[config.mk]
export PLATFORM = sky130hd
export DESIGN_NAME = traffic_light_with_countdown_display_unit
export DESIGN_NICKNAME = d
export VERILOG_FILES = /design/src/rtl/core/tlcd_pkg.sv /design/src/rtl/core/tlcd_light_next.sv /design/src/rtl/core/traffic_light_with_countdown_display_unit.sv
export VERILOG_INCLUDE_DIRS = /design/src /design/src/rtl/core
export SDC_FILE = /design/constraint.sdc
export NUM_CORES = 1
export LEC_CHECK = 0
export ABC_AREA = 1
export ABC_CLOCK_PERIOD_IN_PS = 4900
export CAP_MARGIN = 10
export CORE_AREA = 5 5 168 170
export DETAILED_ROUTE_END_ITERATION = 16
export DIE_AREA = 0 0 173 175
export DONT_BUFFER_PORTS = 1
export GPL_TIMING_DRIVEN = 1
export PLACE_DENSITY_LB_ADDON = 0.12
export REMOVE_ABC_BUFFERS = 1
export SYNTH_ARGS = -nofsm -noshare
export SYNTH_HDL_FRONTEND = slang
export SYNTH_SLANG_ARGS = --single-unit
[constraint.sdc]
create_clock -name clk -period 4.9 [get_ports clk]
set_clock_uncertainty 0.2 [all_clocks]
set_input_delay 0.735 -clock clk [delete_from_list [all_inputs] [get_ports clk]]
set_output_delay 0.735 -clock clk [all_outputs]
set_load 0.1 [all_outputs]
[src/rtl/core/assert_macros.svh]
// Assertion shorthands shared by the RTL.
`ifndef ASSERT_MACROS_SVH
`define ASSERT_MACROS_SVH

// Check a property on every rising edge while out of reset.
`define TLCD_ASSERT(name, clk, rst_n, prop, msg) \
	name: assert property (@(posedge clk) disable iff (!rst_n) prop) else $error(msg);

// Check a property on every rising edge, reset included.
`define TLCD_ASSERT_ALWAYS(name, clk, prop, msg) \
	name: assert property (@(posedge clk) prop) else $error(msg);

`endif

[src/rtl/core/tlcd_pkg.sv]
`timescale 1ns / 1ps

package tlcd_pkg;

	localparam int DIGITS      = 4;
	localparam int DIGIT_IDX_W = $clog2(DIGITS);
	localparam int TIME_W      = 7;

	typedef enum logic [1:0] {
		LIGHT_RED   = 2'd0,
		LIGHT_GREEN = 2'd1,
		LIGHT_AMBER = 2'd2
	} light_t;

	localparam logic [1:0] CMD_START = 2'd0;
	localparam logic [1:0] CMD_TICK  = 2'd1;
	localparam logic [1:0] CMD_SCAN  = 2'd2;

	localparam logic [1:0] REG_RED   = 2'd0;
	localparam logic [1:0] REG_GREEN = 2'd1;
	localparam logic [1:0] REG_AMBER = 2'd2;

	typedef struct packed {
		logic [TIME_W-1:0] red;
		logic [TIME_W-1:0] green;
		logic [TIME_W-1:0] amber;
	} cfg_t;

	typedef struct packed {
		logic [3:0] tens;
		logic [3:0] units;
	} digits_t;

	localparam logic [6:0] SEG_TABLE [10] = '{
		7'h3F, 7'h06, 7'h5B, 7'h4F, 7'h66, 7'h6D, 7'h7D, 7'h07, 7'h7F, 7'h6F
	};

	// Tens by multiply with 205/2048, exact for values below 1029.
	function automatic digits_t split_digits(input logic [6:0] v);
		logic [14:0] prod;
		logic [6:0]  tens10;
		digits_t     d;
		prod    = 15'(v) * 15'd205;
		d.tens  = prod[14:11];
		tens10  = 7'(d.tens) * 7'd10;
		d.units = 4'(v - tens10);
		return d;
	endfunction

endpackage

[src/rtl/core/tlcd_light_next.sv]
`timescale 1ns / 1ps

module tlcd_light_next (
	input  tlcd_pkg::light_t                  light,
	input  logic [tlcd_pkg::TIME_W-1:0]       count,
	input  tlcd_pkg::cfg_t                    times,
	output tlcd_pkg::light_t                  next_light,
	output logic [tlcd_pkg::TIME_W-1:0]       next_count
);
	import tlcd_pkg::*;

	// Step the phase when the countdown runs out, otherwise count down.
	always_comb begin
		next_light = light;
		next_count = count - TIME_W'(1);
		if (count <= TIME_W'(1)) begin
			case (light)
				LIGHT_RED: begin
					next_light = LIGHT_GREEN;
					next_count = times.green;
				end
				LIGHT_GREEN: begin
					next_light = LIGHT_AMBER;
					next_count = times.amber;
				end
				LIGHT_AMBER: begin
					next_light = LIGHT_RED;
					next_count = times.red;
				end
				default: begin
					next_count = '0;
				end
			endcase
		end
	end

endmodule

[src/rtl/core/traffic_light_with_countdown_display_unit.sv]
`timescale 1ns / 1ps
// A request is registered in the input stage, and its result is then registered onto m_tdata.
// Throughput: one request per cycle while m_tready does not stall the result register.
// A stalled result register holds while the input stage still takes one request.
// Reset (arst_n low): horizontal red, vertical green, counters and digits zero,
// scan on digit 0, segments dark, durations red 5 / green 3 / amber 2.
`include "assert_macros.svh"

module traffic_light_with_countdown_display_unit (
	input  logic                         clk,
	input  logic                         arst_n,
	// request channel
	input  logic                         s_tvalid,
	output logic                         s_tready,
	input  logic [15:0]                  s_tdata,   // [3:0] mode, [10:4] value, rest zero
	input  logic [1:0]                   s_tuser,   // [1:0] cmd
	// result channel
	output logic                         m_tvalid,
	input  logic                         m_tready,
	output logic [23:0]                  m_tdata,   // [5:0] lamps, [12:6] segments,
	                                                // [16:13] digit_enable, rest zero
	// configuration write channel
	input  logic                         cfg_valid,
	output logic                         cfg_ready,
	input  logic [1:0]                   cfg_index,
	input  logic [tlcd_pkg::TIME_W-1:0]  cfg_data
);
	import tlcd_pkg::*;

	// Lamp one-hot for one light: bit0 red, bit1 amber, bit2 green.
	function automatic logic [2:0] lamp_bits(input light_t l);
		logic [2:0] b;
		unique case (l)
			LIGHT_RED:   b = 3'b001;
			LIGHT_AMBER: b = 3'b010;
			LIGHT_GREEN: b = 3'b100;
			default:     b = 3'b000;
		endcase
		return b;
	endfunction

	// ---------------------------------------------------------------
	// Configuration: always ready, write the addressed duration.
	// ---------------------------------------------------------------
	cfg_t cfg_q;

	assign cfg_ready = 1'b1;

	always_ff @(posedge clk or negedge arst_n) begin
		if (!arst_n) begin
			cfg_q.red   <= TIME_W'(5);
			cfg_q.green <= TIME_W'(3);
			cfg_q.amber <= TIME_W'(2);
		end else if (cfg_valid && cfg_ready) begin
			unique case (cfg_index)
				REG_RED:   cfg_q.red   <= cfg_data;
				REG_GREEN: cfg_q.green <= cfg_data;
				REG_AMBER: cfg_q.amber <= cfg_data;
				default: ;
			endcase
		end
	end

	// ---------------------------------------------------------------
	// Handshake: the input stage moves whenever it is empty or the result
	// register is empty or being drained this cycle.
	// ---------------------------------------------------------------
	logic       s1_valid_q;
	logic [1:0] cmd_s1;
	logic [3:0] mode_s1;
	logic [6:0] value_s1;
	logic       m_valid_q;
	logic [23:0] m_data_q;
	logic       out_adv;
	logic       fire_s1;

	assign out_adv  = !m_valid_q || m_tready;
	assign s_tready = !s1_valid_q || out_adv;
	assign fire_s1  = s1_valid_q && out_adv;

	assign m_tvalid = m_valid_q;
	assign m_tdata  = m_data_q;

	always_ff @(posedge clk or negedge arst_n) begin
		if (!arst_n) begin
			s1_valid_q <= 1'b0;
		end else if (s_tready) begin
			s1_valid_q <= s_tvalid;
		end
	end

	// Payload of the input stage: no reset needed.
	always_ff @(posedge clk) begin
		if (s_tvalid && s_tready) begin
			cmd_s1   <= s_tuser;
			mode_s1  <= s_tdata[3:0];
			value_s1 <= s_tdata[10:4];
		end
	end

	// ---------------------------------------------------------------
	// Controller state.
	// ---------------------------------------------------------------
	light_t                  h_light_q, v_light_q;
	logic [TIME_W-1:0]       h_count_q, v_count_q;
	logic [3:0]              digit_store_q [DIGITS];
	logic [DIGIT_IDX_W-1:0]  scan_q;
	logic [6:0]              seg_q;

	light_t                  h_light_d, v_light_d;
	logic [TIME_W-1:0]       h_count_d, v_count_d;
	logic [3:0]              digit_store_d [DIGITS];
	logic [DIGIT_IDX_W-1:0]  scan_d;
	logic [6:0]              seg_d;

	// Tick candidates for both lights.
	light_t                  h_light_tick, v_light_tick;
	logic [TIME_W-1:0]       h_count_tick, v_count_tick;

	tlcd_light_next u_h_next (
		.light      (h_light_q),
		.count      (h_count_q),
		.times      (cfg_q),
		.next_light (h_light_tick),
		.next_count (h_count_tick)
	);

	tlcd_light_next u_v_next (
		.light      (v_light_q),
		.count      (v_count_q),
		.times      (cfg_q),
		.next_light (v_light_tick),
		.next_count (v_count_tick)
	);

	digits_t                 h_digits, v_digits, val_digits;
	logic [DIGIT_IDX_W-1:0]  scan_inc;
	logic [3:0]              scan_digit;

	assign h_digits   = split_digits(h_count_tick);
	assign v_digits   = split_digits(v_count_tick);
	assign val_digits = split_digits(value_s1);
	assign scan_inc   = scan_q + DIGIT_IDX_W'(1);

	// Digit picked by a scan: countdown store in mode 1, else value and mode.
	always_comb begin
		if (mode_s1 == 4'd1) begin
			scan_digit = digit_store_q[scan_inc];
		end else begin
			unique case (scan_inc)
				2'd0: scan_digit = val_digits.tens;
				2'd1: scan_digit = val_digits.units;
				2'd2: scan_digit = 4'd0;
				2'd3: scan_digit = mode_s1;
			endcase
		end
	end

	// Next state for the request in the input stage.
	always_comb begin
		h_light_d     = h_light_q;
		v_light_d     = v_light_q;
		h_count_d     = h_count_q;
		v_count_d     = v_count_q;
		digit_store_d = digit_store_q;
		scan_d        = scan_q;
		seg_d         = seg_q;
		unique case (cmd_s1)
			CMD_START: begin
				// Restore phases and load both counters.
				h_light_d = LIGHT_RED;
				v_light_d = LIGHT_GREEN;
				h_count_d = cfg_q.red;
				v_count_d = cfg_q.green;
			end
			CMD_TICK: begin
				h_light_d        = h_light_tick;
				v_light_d        = v_light_tick;
				h_count_d        = h_count_tick;
				v_count_d        = v_count_tick;
				digit_store_d[0] = h_digits.tens;
				digit_store_d[1] = h_digits.units;
				digit_store_d[2] = v_digits.tens;
				digit_store_d[3] = v_digits.units;
			end
			CMD_SCAN: begin
				scan_d = scan_inc;
				// Hold the segments on a digit above nine.
				if (scan_digit <= 4'd9) begin
					seg_d = SEG_TABLE[scan_digit];
				end
			end
			default: ;
		endcase
	end

	always_ff @(posedge clk or negedge arst_n) begin
		if (!arst_n) begin
			h_light_q     <= LIGHT_RED;
			v_light_q     <= LIGHT_GREEN;
			h_count_q     <= '0;
			v_count_q     <= '0;
			digit_store_q <= '{default: '0};
			scan_q        <= '0;
			seg_q         <= '0;
		end else if (fire_s1) begin
			h_light_q     <= h_light_d;
			v_light_q     <= v_light_d;
			h_count_q     <= h_count_d;
			v_count_q     <= v_count_d;
			digit_store_q <= digit_store_d;
			scan_q        <= scan_d;
			seg_q         <= seg_d;
		end
	end

	// ---------------------------------------------------------------
	// Result register: report the state left by the request.
	// ---------------------------------------------------------------
	logic [DIGITS-1:0] enable_d;

	assign enable_d = DIGITS'(1) << scan_d;

	always_ff @(posedge clk or negedge arst_n) begin
		if (!arst_n) begin
			m_valid_q <= 1'b0;
		end else if (out_adv) begin
			m_valid_q <= s1_valid_q;
		end
	end

	always_ff @(posedge clk) begin
		if (fire_s1) begin
			m_data_q <= {7'b0, enable_d, seg_d, lamp_bits(v_light_d), lamp_bits(h_light_d)};
		end
	end

	// ---------------------------------------------------------------
	// Checks.
	// ---------------------------------------------------------------
	`TLCD_ASSERT(a_enable_onehot, clk, arst_n, m_valid_q |-> $onehot(m_data_q[16:13]), "digit enable not one-hot")
	`TLCD_ASSERT(a_start_phases, clk, arst_n, fire_s1 && cmd_s1 == CMD_START |=> h_light_q == LIGHT_RED && v_light_q == LIGHT_GREEN, "start did not restore phases")
	`TLCD_ASSERT(a_scan_step, clk, arst_n, fire_s1 && cmd_s1 == CMD_SCAN |=> scan_q == $past(scan_q) + DIGIT_IDX_W'(1), "scan index did not advance by one")
	`TLCD_ASSERT(a_seg_hold, clk, arst_n, fire_s1 && cmd_s1 != CMD_SCAN |=> $stable(seg_q), "segments changed outside a scan")
	`TLCD_ASSERT_ALWAYS(a_ready_when_empty, clk, !m_valid_q |-> s_tready, "input stalled with empty result register")

endmodule
# [Word-level counts from Yosys, hierarchy flattened]
# Memory sizes are Yosys's and may differ from the RTL's.
# Cells that the tools add are included.
[totals] mem_count=1 wordCells=99 input_bits=32 register_bits=96 romBits=112
[mem_list] name="(name not given)" words=16 word_bits=7 rd=1 rd_ports_with_merged_regs=0 wr=0 line_no="traffic_light_with_countdown_display_unit.sv:190" rtl="seg_d = SEG_TABLE[scan_digit];"
[classes] bitwise_logic=2 eq_ne=16 mux=24 mul=6 n_reduce_logical=19 order_cmp=5 shifts=1 addsub=6
[op_table] op="$mul A7 B8 Y15 const B" n=3
[op_table] op="$mux W7" n=6
[op_table] op="$pmux W7 S3" n=2
[op_table] op="$pmux W7 S2" n=2
[op_table] op="$pmux W3 S3" n=2
[op_table] op="$eq A2 B2 Y1 const B" n=8
[op_table] op="$pmux W4 S4" n=1
[op_table] op="$eq A2 B1 Y1 const B" n=7
[op_table] op="$le A7 B1 Y1 const B" n=2
[op_table] op="$logic_not A2 Y1" n=7
[op_table] op="$sub A7 B1 Y7 const B" n=2
[op_table] op="$mul A4 B3 Y3 const B" n=3
[op_table] op="$mux W4" n=3
[op_table] op="$pmux W2 S3" n=2
[op_table] op="$sub A4 B4 Y4" n=3
[op_table] op="$reduce_and A2 Y1" n=5
[op_table] op="$bmux W4 S2" n=1
[op_table] op="$pmux W2 S2" n=2
[op_table] op="$mux W2" n=3
[op_table] op="$ge A5 B5 Y1 const B" n=1
[op_table] op="$not A4 Y5" n=1
[op_table] op="$eq A4 B1 Y1 const B" n=1
[op_table] op="$le A4 B4 Y1 const B" n=1
[op_table] op="$shl A1 B2 Y4 const A" n=1
[op_table] op="other kinds (7)" n=10

# [Longest topological paths before layout]
# Gate-level depths: netlist of run 1.
[depth] ltp_word=12 mapped_depth=34 mapped_depth_nobuf=34

# [Hierarchy]
# Synthesis of run 1 repeated with hierarchy kept, for this count alone.
[unflattened] hier_cells=1016 area_unflattened_um2=8101.5
[by_module_without_submodules] module="traffic_light_with_countdown_display_unit" cells_each=790 area_each_um2=7065.5 n_inst=1
[by_module_without_submodules] module="tlcd_light_next" cells_each=113 area_each_um2=518.0 n_inst=2

# [Worst setup path before layout of run 1]
# Ideal clock, no wire load.
[synth_timing] path_type="register -> register" from="register h_count_q[2]" to="register digit_store_q[11] (netlist bit)" setup_ps=124 arrival_time_ps=4990 required_ps=4576 slack_ps=-414 path_stages_with_launch=28 path_cell_list="dfrtp_1 -> nor3_4 -> nand3_1 -> nand2_2 -> clkbuf_1 -> o21ai_0 -> ha_1 -> inv_1 -> fa_1 -> inv_1 -> ha_1 -> inv_1 -> fa_1 -> inv_1 -> ha_1 -> a21oi_1 -> inv_1 -> o21a_1 -> nor2_1 -> nand2_1 -> nand2_1 -> inv_1 -> fa_1 -> xor2_1 -> nand3_1 -> nand2_1 -> nand2_1 -> nand3_1"
[synth_rtl] item="from (decl)" line_no="traffic_light_with_countdown_display_unit.sv:105" rtl="logic [TIME_W-1:0] h_count_q, v_count_q;"
[synth_rtl] item="from (signal assigned)" line_no="traffic_light_with_countdown_display_unit.sv:209" rtl="h_count_q <= h_count_d;"
[synth_rtl] item="to (signal assigned)" line_no="traffic_light_with_countdown_display_unit.sv:211" rtl="digit_store_q <= digit_store_d;"
[synth_rtl] item="to (decl)" line_no="traffic_light_with_countdown_display_unit.sv:106" rtl="logic [3:0] digit_store_q [DIGITS];"

# [Final worst setup path of run 1]
[layout_timing] from="register value_s1[6]" to="register m_data_q[9], in the netlist m_tdata[9] (data pin)"
[layout_between] elab_chain_len=11 word_cells_on_any_way=12 cone_classes="add/sub: 1; mul: 2; order compare: 1; mux: 6; bitwise: 1; memory: 1"
[layout_rtl] item="from (decl)" line_no="traffic_light_with_countdown_display_unit.sv:71" rtl="logic [6:0] value_s1;"
[layout_rtl] item="from (signal assigned)" line_no="traffic_light_with_countdown_display_unit.sv:97" rtl="value_s1 <= s_tdata[10:4];"
[layout_rtl] item="$mul A7 B8 Y15 (*)" line_no="tlcd_pkg.sv:43" rtl="prod = 15'(v) * 15'd205;"
[layout_rtl] item="$mul A4 B3 Y3" line_no="tlcd_pkg.sv:45" rtl="tens10 = 7'(d.tens) * 7'd10;"
[layout_rtl] item="$sub A4 B4 Y4" line_no="tlcd_pkg.sv:46" rtl="d.units = 4'(v - tens10);"
[layout_rtl] item="$pmux W4 S4 (*)" line_no="traffic_light_with_countdown_display_unit.sv:150" rtl="unique case (scan_inc)"
[layout_rtl] item="$mux W4 (*)" line_no="traffic_light_with_countdown_display_unit.sv:147" rtl="if (mode_s1 == 4'd1) begin"
[layout_rtl] item="$not A4 Y5 (implied by the code)" line_no="traffic_light_with_countdown_display_unit.sv:190"
[layout_rtl] item="$mem_v2 Z16 W7"
[layout_rtl] item="$mux W7 (implied by the code) (2 in a row)" line_no="traffic_light_with_countdown_display_unit.sv:190"
[layout_rtl] item="$mux W7 (*)" line_no="traffic_light_with_countdown_display_unit.sv:189" rtl="if (scan_digit <= 4'd9) begin"
[layout_rtl] item="$mux W7 (*)" line_no="traffic_light_with_countdown_display_unit.sv:168" rtl="unique case (cmd_s1)"
[layout_rtl] item="via seg_d[3]" line_no="traffic_light_with_countdown_display_unit.sv:114" rtl="logic [6:0] seg_d;"
[layout_rtl] item="to (signal assigned)" line_no="traffic_light_with_countdown_display_unit.sv:234" rtl="m_data_q <= {7'b0, enable_d, seg_d, lamp_bits(v_light_d), lamp_bits(h_light_d)};"
[layout_rtl] item="to (decl)" line_no="traffic_light_with_countdown_display_unit.sv:73" rtl="logic [23:0] m_data_q;"
# The timed path passes the listed nets; every way through them passes the cells marked *. The select of a mux whose other input is x is not followed.
# A chain may end at the register's enable or synchronous reset.

==> results of run 1 <==
==> metrics by stage <==
step	cell area (sq um)	hold slack, ns
final	11400	0.0212
after floorplan	8000	0.239
after CTS	11000	0.00354
after global routing	11400	-0.00000427
after global placement	9550	0.242
after detailed placement	9550	0.242
==> synth_stat cells, types with 6 or more instances <==
master | instances | area (sq um)
nand2_1 | 193 | 724
fa_1 | 27 | 541
buf_4 | 8 | 60.1
o21ai_0 | 82 | 410
a21oi_1 | 35 | 175
a21o_1 | 6 | 45.0
o22ai_1 | 12 | 75.1
o21ai_1 | 10 | 50.1
dfstp_2 | 6 | 158
edfxtp_1 | 30 | 901
clkbuf_1 | 12 | 45.0
nor2_1 | 65 | 244
nand3_1 | 51 | 255
nand2_2 | 12 | 75.1
inv_1 | 164 | 616
xor2_1 | 14 | 123
dfrtp_1 | 60 | 1500
ha_1 | 122 | 1530
==> sequential cells by signal (all words and copies together) (netlist names), 4 cells and up <==
name	count
cfg_q	21
m_tdata	17
digit_store_q	16
h_count_q	7
seg_q	7
v_count_q	7
value_s1	7
mode_s1	4
==> path summary, 6_finish.rpt <==
kind / from / endpoint / slack, ns / depth (start not counted)
setup reg to reg: value_s1[6] / m_tdata[9] / -0.35 / 30
hold / removal: arst_n / v_light_q[0] / 0.02 / 0
hold reg to reg: seg_q[4] / seg_q[4] / 0.28 / 2
setup / recovery: value_s1[6] / m_tdata[9] / -0.35 / 30
min in group clk: seg_q[4] / seg_q[4] / 0.28 / 2
max in group asynchronous: arst_n / cfg_q[1] / 3.81 / 1
==> layout make-up <==
cell class              instances  share of cell area [%]
inverters                     169                    5.65
flip-flops and latches         96                    22.4
well taps                     341                    3.73
repair buffers                199                    13.6
clock buffers                  10                    2.00
multi-input cells             702                    52.2
clock inverters                 6                   0.437
==> routing by layer <==
metal | track usage, % | up-vias | routed length, microns | share of wire, %
met4 | 2.53 | 0 | 182 | 0.82
met3 | 2.19 | 14 | 549 | 2.5
met1 | 20.3 | 3263 | 10900 | 49
met2 | 25.4 | 81 | 10600 | 48
li1 | - | 3591 | - | -
met5 | 0 | - | 0 | 0
==> timing repair <==
item                                   in CTS  in global routing
resized for setup                         164                100
hold buffers                                1                  1
setup endpoints to repair                  20                 20
setup buffers                              37                 12
pin swaps                                  90                 75
endpoints found under the hold margin      60                  2
==> cell families after synthesis <==
family | synth area share (%)
XOR/XNOR | 2.25
adder cells (fa/ha/maj) | 25.5
AO/OA/AOI/OAI | 12.4
AND/OR/NAND/NOR | 18.7
other | 0.0926
flip-flops | 31.6
buffers and inverters | 9.49
==> results by group, run 1 <==
Run status
  – Outcome: complete, but fails checks
  – Failing checks: setup timing

Layout
  – P&R area growth vs syn: 41.2%
  – Fin nets: 1358
  – Most common cell after layout, fill and taps aside: buf_4
  – Multi-input logic area: 0.00597 sq mm
  – Share of layout cells above drive strength 1: 38.0%
  – Non-Filler Instances: 1523
  – Fill cell count: 2647
  – Commonest cells after routing, fill and taps aside: buf_4, nand2_1, inv_1, o21ai_0, ha_1
  – Register area: 0.00256 sq mm
  – ANT cells: 0
  – Final core utilization: 43.1%

Clock tree
  – CTS Sinks: 96
  – H-tree Lvls: 3
  – CTS Buffer Depth: 2
  – Root Buffer: clkbuf_16
  – Num CTS Buffers: 9
  – Clk slew on worst S/H paths: 0.07 ns
  – CTS tree: built
  – Worst skew pair latency: 0.35 ns

Placement
  – # placed instances: 1458
  – Detailed placement HPWL: 16800 microns
  – Count of input and output buffers: 0
  – Routability cong.: 0.801
  – Setup WS pre-CTS: -0.604 ns

Die
  – Chip width: 173 microns
  – I/O pin count: 59
  – Initial Util: 30.5%
  – Die footprint: 0.0303 sq mm
  – Core box area: 0.0266 sq mm
  – Die height: 175 microns
  – # rows: 60

STA
  – # setup viols final: 16
  – Slew headroom: 37.8%
  – Tmin final: 5.25 ns
  – F_max: 190 MHz
  – Fin worst setup slack: -0.353 ns
  – Final Hold Fails: 0
  – Final TNS setup: -4.36 ns
  – Period Utilization, post-route: 107%
  – Slew Limit Fails: 0
  – Actual slew at the worst max-slew pin: 0.927 ns
  – RSZ-0062 raised after global routing: true

Global route
  – Vias in the first global route: 7159
  – Total track usage: 14.8%
  – Largest net degree at the start of global routing: 61
  – Grt ovf: 0
  – First-pass GRT wire length: 36900 microns
  – Initial antenna violation count: 0

Routing
  – Vias: 6949
  – DRT Pass-1 Iters: 4
  – ANT nets after route: 0
  – Routed WL per cell: 14.5 microns
  – Number of DRC markers in iteration 0: 326
  – Final wirelength: 22100 microns
  – Vias per cell: 4.56
  – DRC Markers: 0

Synth
  – Seq cells post-synth: 96
  – Synth cell types: 51
  – Most used DFF post-synth: dfrtp_1
  – Synthesis warning total: 0
  – Sequential cell area fraction in the yosys report: 31.6%
  – Post-synth EDFFs: 30
  – Ys async rst share: 68.8%
  – Synth Cell Area: 0.00811 sq mm
  – Syn Area/Cell: 8.25 sq um
  – Cells after Synth: 983

Run
  – Max Cap Violations: 0

Critical path
  – CP Class: reg -> reg
  – Crit. End Element: flip-flop
  – Crit path buffers/inverters: 6
  – CP max-delay cell: fa_1
  – Critical path required time: 4.81 ns
  – Worst-path fanout max: 8
  – Startpoint types: flip-flop
  – CP max stage delay: 0.57 ns
  – WP data arrival: 5.17 ns
  – Family with the most delay on the worst path: adder cells

Min path
  – Hold Path Class: in -> async
Power of run 1 is left out: the tool's default activity adds up to more than one toggle a clock period on the data nets, which glitch-free logic cannot reach.
==> run 2, diff against run 1 <==
--- a/config.mk
+++ b/config.mk
@@ -6,15 +6,14 @@
 export SDC_FILE = /design/constraint.sdc
 export NUM_CORES = 1
 export LEC_CHECK = 0
-export ABC_AREA = 1
 export ABC_CLOCK_PERIOD_IN_PS = 4900
 export CAP_MARGIN = 10
-export CORE_AREA = 5 5 168 170
+export CORE_AREA = 5 5 165 167
 export DETAILED_ROUTE_END_ITERATION = 16
-export DIE_AREA = 0 0 173 175
+export DIE_AREA = 0 0 170 172
 export DONT_BUFFER_PORTS = 1
 export GPL_TIMING_DRIVEN = 1
-export PLACE_DENSITY_LB_ADDON = 0.12
+export PLACE_DENSITY = 0.44
 export REMOVE_ABC_BUFFERS = 1
 export SYNTH_ARGS = -nofsm -noshare
 export SYNTH_HDL_FRONTEND = slang
==> run 2 against run 1 <==
The flow still finishes with violations (setup timing). Register-to-register slack got worse by 0.62 ns. Wire length decreased by 5.9%. Synthesized cell count decreased by 24%. Flip-flop and latch count unchanged. Setup slack got worse by 0.62 ns. Synthesized area decreased by 4.2%. Critical path depth decreased by 4. Critical endpoint is now digit_store_q[11].
==> results by group, run 2 <==
Layout
  – Fin nets: 1111 (-18%)
  – Non-Filler Instances: 1270 (-17%)
  – ANT cells: 0 (unchanged)
  – Most common cell after layout, fill and taps aside: buf_4
  – P&R area growth vs syn: 37.3%
  – Final core utilization: 41.6% (-1.4 points)
  – Register area: 0.00256 sq mm (about the same)
  – Largest register FFs: 21 (unchanged)
  – Commonest cells after routing, fill and taps aside: buf_4, ha_1, inv_1, dfrtp_1, nand2_1
  – Reg with most FFs: cfg_q
  – Fill cell count: 2476 (-6.5%)
  – Share of layout cells above drive strength 1: 38.7% (+0.73 points)
  – Multi-input logic area: 0.00545 sq mm (-8.8%)

Critical path
  – CP max-delay cell: fa_1
  – CP Class: reg -> reg
  – Worst-path fanout max: 5 (-3)
  – R2R depth: 26 (-13%)
  – Critical path required time: 4.91 ns (+0.10 ns)
  – R2R setup slack: -0.98 ns (-0.62 ns)
  – CP max stage delay: 0.48 ns (-0.09 ns)
  – FF-to-FF End: digit_store_q[11]
  – WP data arrival: 5.88 ns (+0.71 ns)
  – Startpoint types: flip-flop
  – Crit. End Element: flip-flop
  – Worst r2r src: h_light_q[1]

Routing
  – DRT Pass-1 Iters: 7 (+3)
  – ANT nets after route: 0 (unchanged)
  – Vias: 6037 (-13%)
  – Routed WL per cell: 16.4 microns (+13%)
  – Number of DRC markers in iteration 0: 331 (+1.5%)
  – DRC Markers: 0 (unchanged)
  – Final wirelength: 20800 microns (-5.9%)
  – Vias per cell: 4.75 (+4.2%)

Clock tree
  – Num CTS Buffers: 9 (unchanged)
  – CTS Sinks: 96 (unchanged)
  – Clk slew on worst S/H paths: 0.08 ns (about the same)
  – H-tree Lvls: 3 (unchanged)
  – Root Buffer: clkbuf_16
  – CTS tree: built
  – Worst skew pair latency: 0.36 ns (about the same)
  – CTS Buffer Depth: 2 (unchanged)

Run status
  – Outcome: complete, but fails checks
  – Failing checks: setup timing

Global route
  – Grt ovf: 0 (unchanged)
  – First-pass GRT wire length: 33200 microns (-9.8%)
  – Vias in the first global route: 6206 (-13%)
  – Largest net degree at the start of global routing: 61 (unchanged)
  – Initial antenna violation count: 0 (unchanged)
  – Total track usage: 14.4% (-0.42 points)

Synth
  – Synth Cell Area: 0.00777 sq mm (-4.2%)
  – Synth cell types: 68 (+33%)
  – Seq cells post-synth: 96 (unchanged)
  – Ys async rst share: 68.8% (unchanged)
  – Most frequent cell after synthesis: ha_1
  – Cells after Synth: 745 (-24%)
  – Yosys top cell area share: 19.6% (+0.82 points)
  – Most frequent cells after synthesis: ha_1, inv_1, dfrtp_1, nand2_1, o21ai_0
  – Post-synth EDFFs: 30 (unchanged)
  – Sequential cell area fraction in the yosys report: 33.0% (+1.4 points)
  – Synth top area cells: ha_1, dfrtp_1, edfxtp_1
  – Most used DFF post-synth: dfrtp_1
  – Synthesis warning total: 0 (unchanged)
  – Post-synth top area cell: ha_1
  – Syn Area/Cell: 10.4 sq um (+26%)

STA
  – Final Hold Fails: 0 (unchanged)
  – # setup viols final: 28 (+12)
  – Tmin final: 5.88 ns (+0.624 ns)
  – Slew Limit Fails: 0 (unchanged)
  – RSZ-0062 raised after global routing: true
  – F_max: 170 MHz (-11%)
  – Period Utilization, post-route: 120% (+13 points)
  – Actual slew at the worst max-slew pin: 1.04 ns (+0.109 ns)
  – Final TNS setup: -13.85 ns (-9.49 ns)
  – Fin worst setup slack: -0.978 ns (-0.624 ns)
  – Slew headroom: 30.7% (-7.1 points)

Placement
  – # placed instances: 1222 (-16%)
  – Detailed placement HPWL: 16000 microns (-4.9%)
  – Routability cong.: 0.803 (+0.30%)
  – Count of input and output buffers: 0 (unchanged)

Die
  – Core box area: 0.0256 sq mm (-3.6%)
  – Initial Util: 30.3% (-0.19 points)
  – I/O pin count: 59 (unchanged)
  – Chip width: 170 microns (-1.7%)
  – Die height: 172 microns (-1.7%)
  – Die footprint: 0.0292 sq mm (-3.4%)
  – # rows: 59 (-1.7%)

Min path
  – Hold Path Class: in -> async

Run
  – Max Cap Violations: 0 (unchanged)
==> run 2: changes by cell type in the layout (fill, tap and decap cells not counted), moves of 35 or more <==
cell     change
inv_1       -45
nand2_1    -106
nand2_2     -38
nor2_1      -35
o21ai_0     -35
==> run 2: cell type report <==
cell class / instances / share of cell area (%)
clock buffer: 10 / 2.35
clock inverter: 6 / 0.610
inverter: 97 / 3.44
multi-input combinational: 532 / 51.1
sequential: 96 / 24.0
tap: 335 / 3.93
timing repair buffer: 194 / 14.6
==> run 2: layer usage <==
layer / vias up / share of wire [%] / GRT usage (%) / routed length, microns
met2: 88 / 49 / 24.7 / 10300
li1: 3032 / - / - / -
met3: 17 / 2.8 / 2.08 / 581
met5: - / 0 / 0 / 0
met4: 0 / 1.2 / 3.26 / 249
met1: 2900 / 47 / 19.4 / 9700
==> run 2: metrics by stage <==
stage / cell area [sq um] / hold slack [ns] / worst slack, ns
floorplan: 7650 / 0.239 / -1.31
global placement: 9320 / 0.242 / -1.26
detailed placement: 9320 / 0.242 / -1.37
CTS: 10300 / 0.00403 / -0.909
global route: 10700 / 0.00208 / -1.18
finish: 10700 / 0.0242 / -0.978
==> run 2: cell families after synthesis <==
group                    synth area share [%]
other                                  0.0967
buffers and inverters                    6.44
multiplexers                             6.52
AO/OA/AOI/OAI                            14.8
adder cells (fa/ha/maj)                  26.6
AND/OR/NAND/NOR                          9.04
flip-flops                               33.0
XOR/XNOR                                 3.49
==> run 2: worst max-delay path by stage <==
stage | from | depth (start not counted) | endpoint
finish | h_light_q[1] | 26 | digit_store_q[11]
global route | h_light_q[1] | 26 | digit_store_q[11]
CTS | h_light_q[1] | 25 | digit_store_q[11]
detailed placement | v_count_q[2] | 24 | digit_store_q[3]
global placement | v_count_q[2] | 24 | digit_store_q[3]
floorplan | v_count_q[3] | 24 | digit_store_q[3]
==> run 2: critical path, delay by kind of cell (launching register included) <==
family          cells  cell delay [ns]
fa+ha+maj           7             2.36
compound gates     10             1.63
xor+xnor            4             0.59
flops               1             0.43
buf+inv             4             0.34
simple gates        1             0.17
==> run 2: repair_timing <==
| item | 4_1_cts | 5_1_grt |
|---|---|---|
| endpoints found under the setup margin | 28 | 28 |
| gates cloned | 1 | 0 |
| setup buffers | 21 | 13 |
| endpoints found under the hold margin | 60 | 0 |
| hold buffers | 2 | 0 |
| pin swaps | 68 | 68 |
| resized for setup | 95 | 53 |
Power of run 2 is left out for the same reason.
==> run 3, diff against run 2 <==
--- a/config.mk
+++ b/config.mk
@@ -8,9 +8,9 @@
 export LEC_CHECK = 0
 export ABC_CLOCK_PERIOD_IN_PS = 4900
 export CAP_MARGIN = 10
-export CORE_AREA = 5 5 165 167
+export CORE_AREA = 5 5 118 232
 export DETAILED_ROUTE_END_ITERATION = 16
-export DIE_AREA = 0 0 170 172
+export DIE_AREA = 0 0 123 237
 export DONT_BUFFER_PORTS = 1
 export GPL_TIMING_DRIVEN = 1
 export PLACE_DENSITY = 0.44
==> run 3 against run 2 <==
Sequential share of layout area is 0.14 points lower. Wire length rose by 0.65%. Flip-flop and latch count stayed put. Maximum frequency up 2.6%. Highest routed layer unchanged. Cell count down 0.39%. Largest cell class unchanged. Non-clock buffer count is 11 lower. Clock-buffer cell count down 1. First-iteration DRC count is 0.30% higher. The run still ends with setup timing left.
==> results by group, run 3 (synthesis gave the netlist of run 2 again) <==
Run status
  – Outcome: complete, but fails checks
  – Failing checks: setup timing

Die
  – Die footprint: 0.0292 sq mm (-0.30%)
  – # rows: 83 (+41%)
  – Die height: 237 microns (+38%)
  – Initial Util: 30.5% (+0.21 points)
  – I/O pin count: 59 (unchanged)
  – Core box area: 0.0254 sq mm (-0.67%)
  – Chip width: 123 microns (-28%)

Layout
  – Commonest cells after routing, fill and taps aside: buf_4, inv_1, ha_1, dfrtp_1, nand2_1
  – Share of layout cells above drive strength 1: 40.3% (+1.6 points)
  – Fin nets: 1101 (-0.90%)
  – Largest register FFs: 21 (unchanged)
  – ANT cells: 0 (unchanged)
  – P&R area growth vs syn: 38.3%
  – Most common cell after layout, fill and taps aside: buf_4
  – Reg with most FFs: cfg_q
  – Design Area, Final: 0.0107 sq mm (+0.74%)

Routing
  – Final wirelength: 21000 microns (+0.65%)
  – Routed WL per cell: 16.6 microns (+1.1%)
  – Vias: 6107 (+1.2%)
  – ANT nets after route: 0 (unchanged)
  – Number of DRC markers in iteration 0: 332 (+0.30%)
  – Vias per cell: 4.83 (+1.6%)
  – DRT Pass-1 Iters: 5 (-2)
  – DRC Markers: 0 (unchanged)

STA
  – Period Utilization, post-route: 117% (-3.1 points)
  – Final Hold Fails: 0 (unchanged)
  – Hold Worst Slack: 0.0409 ns (+0.0167 ns)
  – Slew headroom: 20.0% (-11 points)
  – # setup viols final: 27 (-3.6%)
  – Fin worst setup slack: -0.827 ns (+0.150 ns)
  – Tmin final: 5.73 ns (-0.150 ns)
  – Slew Limit Fails: 0 (unchanged)
  – F_max: 175 MHz (+2.6%)
  – Actual slew at the worst max-slew pin: 1.20 ns (+0.162 ns)
  – RSZ-0062 raised after global routing: true

Clock tree
  – Worst skew pair latency: 0.38 ns (+0.02 ns)
  – H-tree Lvls: 3 (unchanged)
  – CTS Buffer Depth: 2 (unchanged)
  – CTS tree: built
  – Num CTS Buffers: 9 (unchanged)
  – Clk slew on worst S/H paths: 0.07 ns (about the same)
  – CTS Sinks: 96 (unchanged)
  – Root Buffer: clkbuf_16

Critical path
  – Crit. End Element: flip-flop
  – Critical path required time: 4.96 ns (+0.05 ns)
  – Worst r2r src: v_light_q[0]
  – CP max-delay cell: dfstp_2
  – WP data arrival: 5.79 ns (-0.09 ns)
  – FF-to-FF End: digit_store_q[3]
  – R2R depth: 26 (unchanged)
  – CP Class: reg -> reg
  – CP max stage delay: 0.57 ns (+0.09 ns)
  – Worst Setup EP: digit_store_q[3]
  – Worst setup startpoint: v_light_q[0]
  – Cell repeated most along the worst path: ha_4
  – R2R setup slack: -0.83 ns (+0.15 ns)
  – Worst-path fanout max: 4 (-1)
  – Startpoint types: flip-flop

Global route
  – First-pass GRT wire length: 33400 microns (+0.39%)
  – Initial antenna violation count: 0 (unchanged)
  – Vias in the first global route: 6293 (+1.4%)
  – Grt ovf: 0 (unchanged)
  – Total track usage: 14.9% (+0.47 points)
  – Largest net degree at the start of global routing: 62 (+1.6%)

Placement
  – Detailed placement HPWL: 16000 microns (+0.28%)
  – Routability cong.: 0.845 (+5.2%)
  – Count of input and output buffers: 0 (unchanged)
  – Post-DP Area: 0.00927 sq mm (-0.44%)
  – Setup WS pre-CTS: -1.26 ns (+0.115 ns)

Run
  – Max Cap Violations: 0 (unchanged)

Min path
  – Hold Path Class: in -> async
[run 3: cell types whose count changed in the layout (fill, tap and decap cells not counted), sizes merged]
cell	previous run	this run
buf	193	182
clkbuf	10	9
clkinv	2	4
clkinvlp	0	1
inv	101	99
or2	4	5
[run 3: layout make-up]
cell class	instances	area, sq um
clock buffer	9	225
clock inverter	7	46.3
fill	2389	14700
timing repair buffer	183	1460
tap	340	425
sequential	96	2560
multi-input combinational	533	5650
inverter	97	369
[run 3: how the worst min path moves through the flow]
stage,start,endpoint,depth (start not counted)
floorplan,arst_n,cfg_q[0],0
global placement,arst_n,seg_q[1],0
detailed placement,arst_n,seg_q[1],0
CTS,arst_n,digit_store_q[4],1
global route,arst_n,digit_store_q[4],1
finish,arst_n,seg_q[2],1
[run 3: critical path, delay by kind of cell, from the launching register on]
family | cells | cell delay, ns
AND/OR/NAND/NOR | 3 | 0.37
flip-flops | 1 | 0.57
XOR/XNOR | 5 | 0.71
adder cells (fa/ha/maj) | 8 | 2.39
AO/OA/AOI/OAI | 6 | 1.12
buffers and inverters | 4 | 0.27
[run 3: stage by stage]
step	util [%]	instances	TNS, ns
2_1_floorplan	-	725	-15.15
3_3_place_gp	36.4	1224	-17.00
3_5_place_dp	36.4	1224	-18.23
4_1_cts	40.2	1254	-12.11
5_1_grt	42.2	1265	-16.35
6_report	42.2	1265	-10.55
[run 3: what timing repair did]
action                     in CTS  in global routing
hold endpoints to repair       61                  0
buffers inserted               14                 13
resized for setup             115                 75
setup endpoints to repair      28                 28
gates cloned                    0                  1
hold buffers                    2                  0
pin swaps                      94                 86
[run 3: layer usage]
layer  vias to the layer above  global-route usage (%)  wire (microns)
li1                       3010                       -               -
met1                      2981                    18.9            9170
met2                        93                    24.9           10600
met3                        23                    2.70             684
met4                         0                    5.71             501
met5                         -                       0               0
Power of run 3 is left out for the same reason.
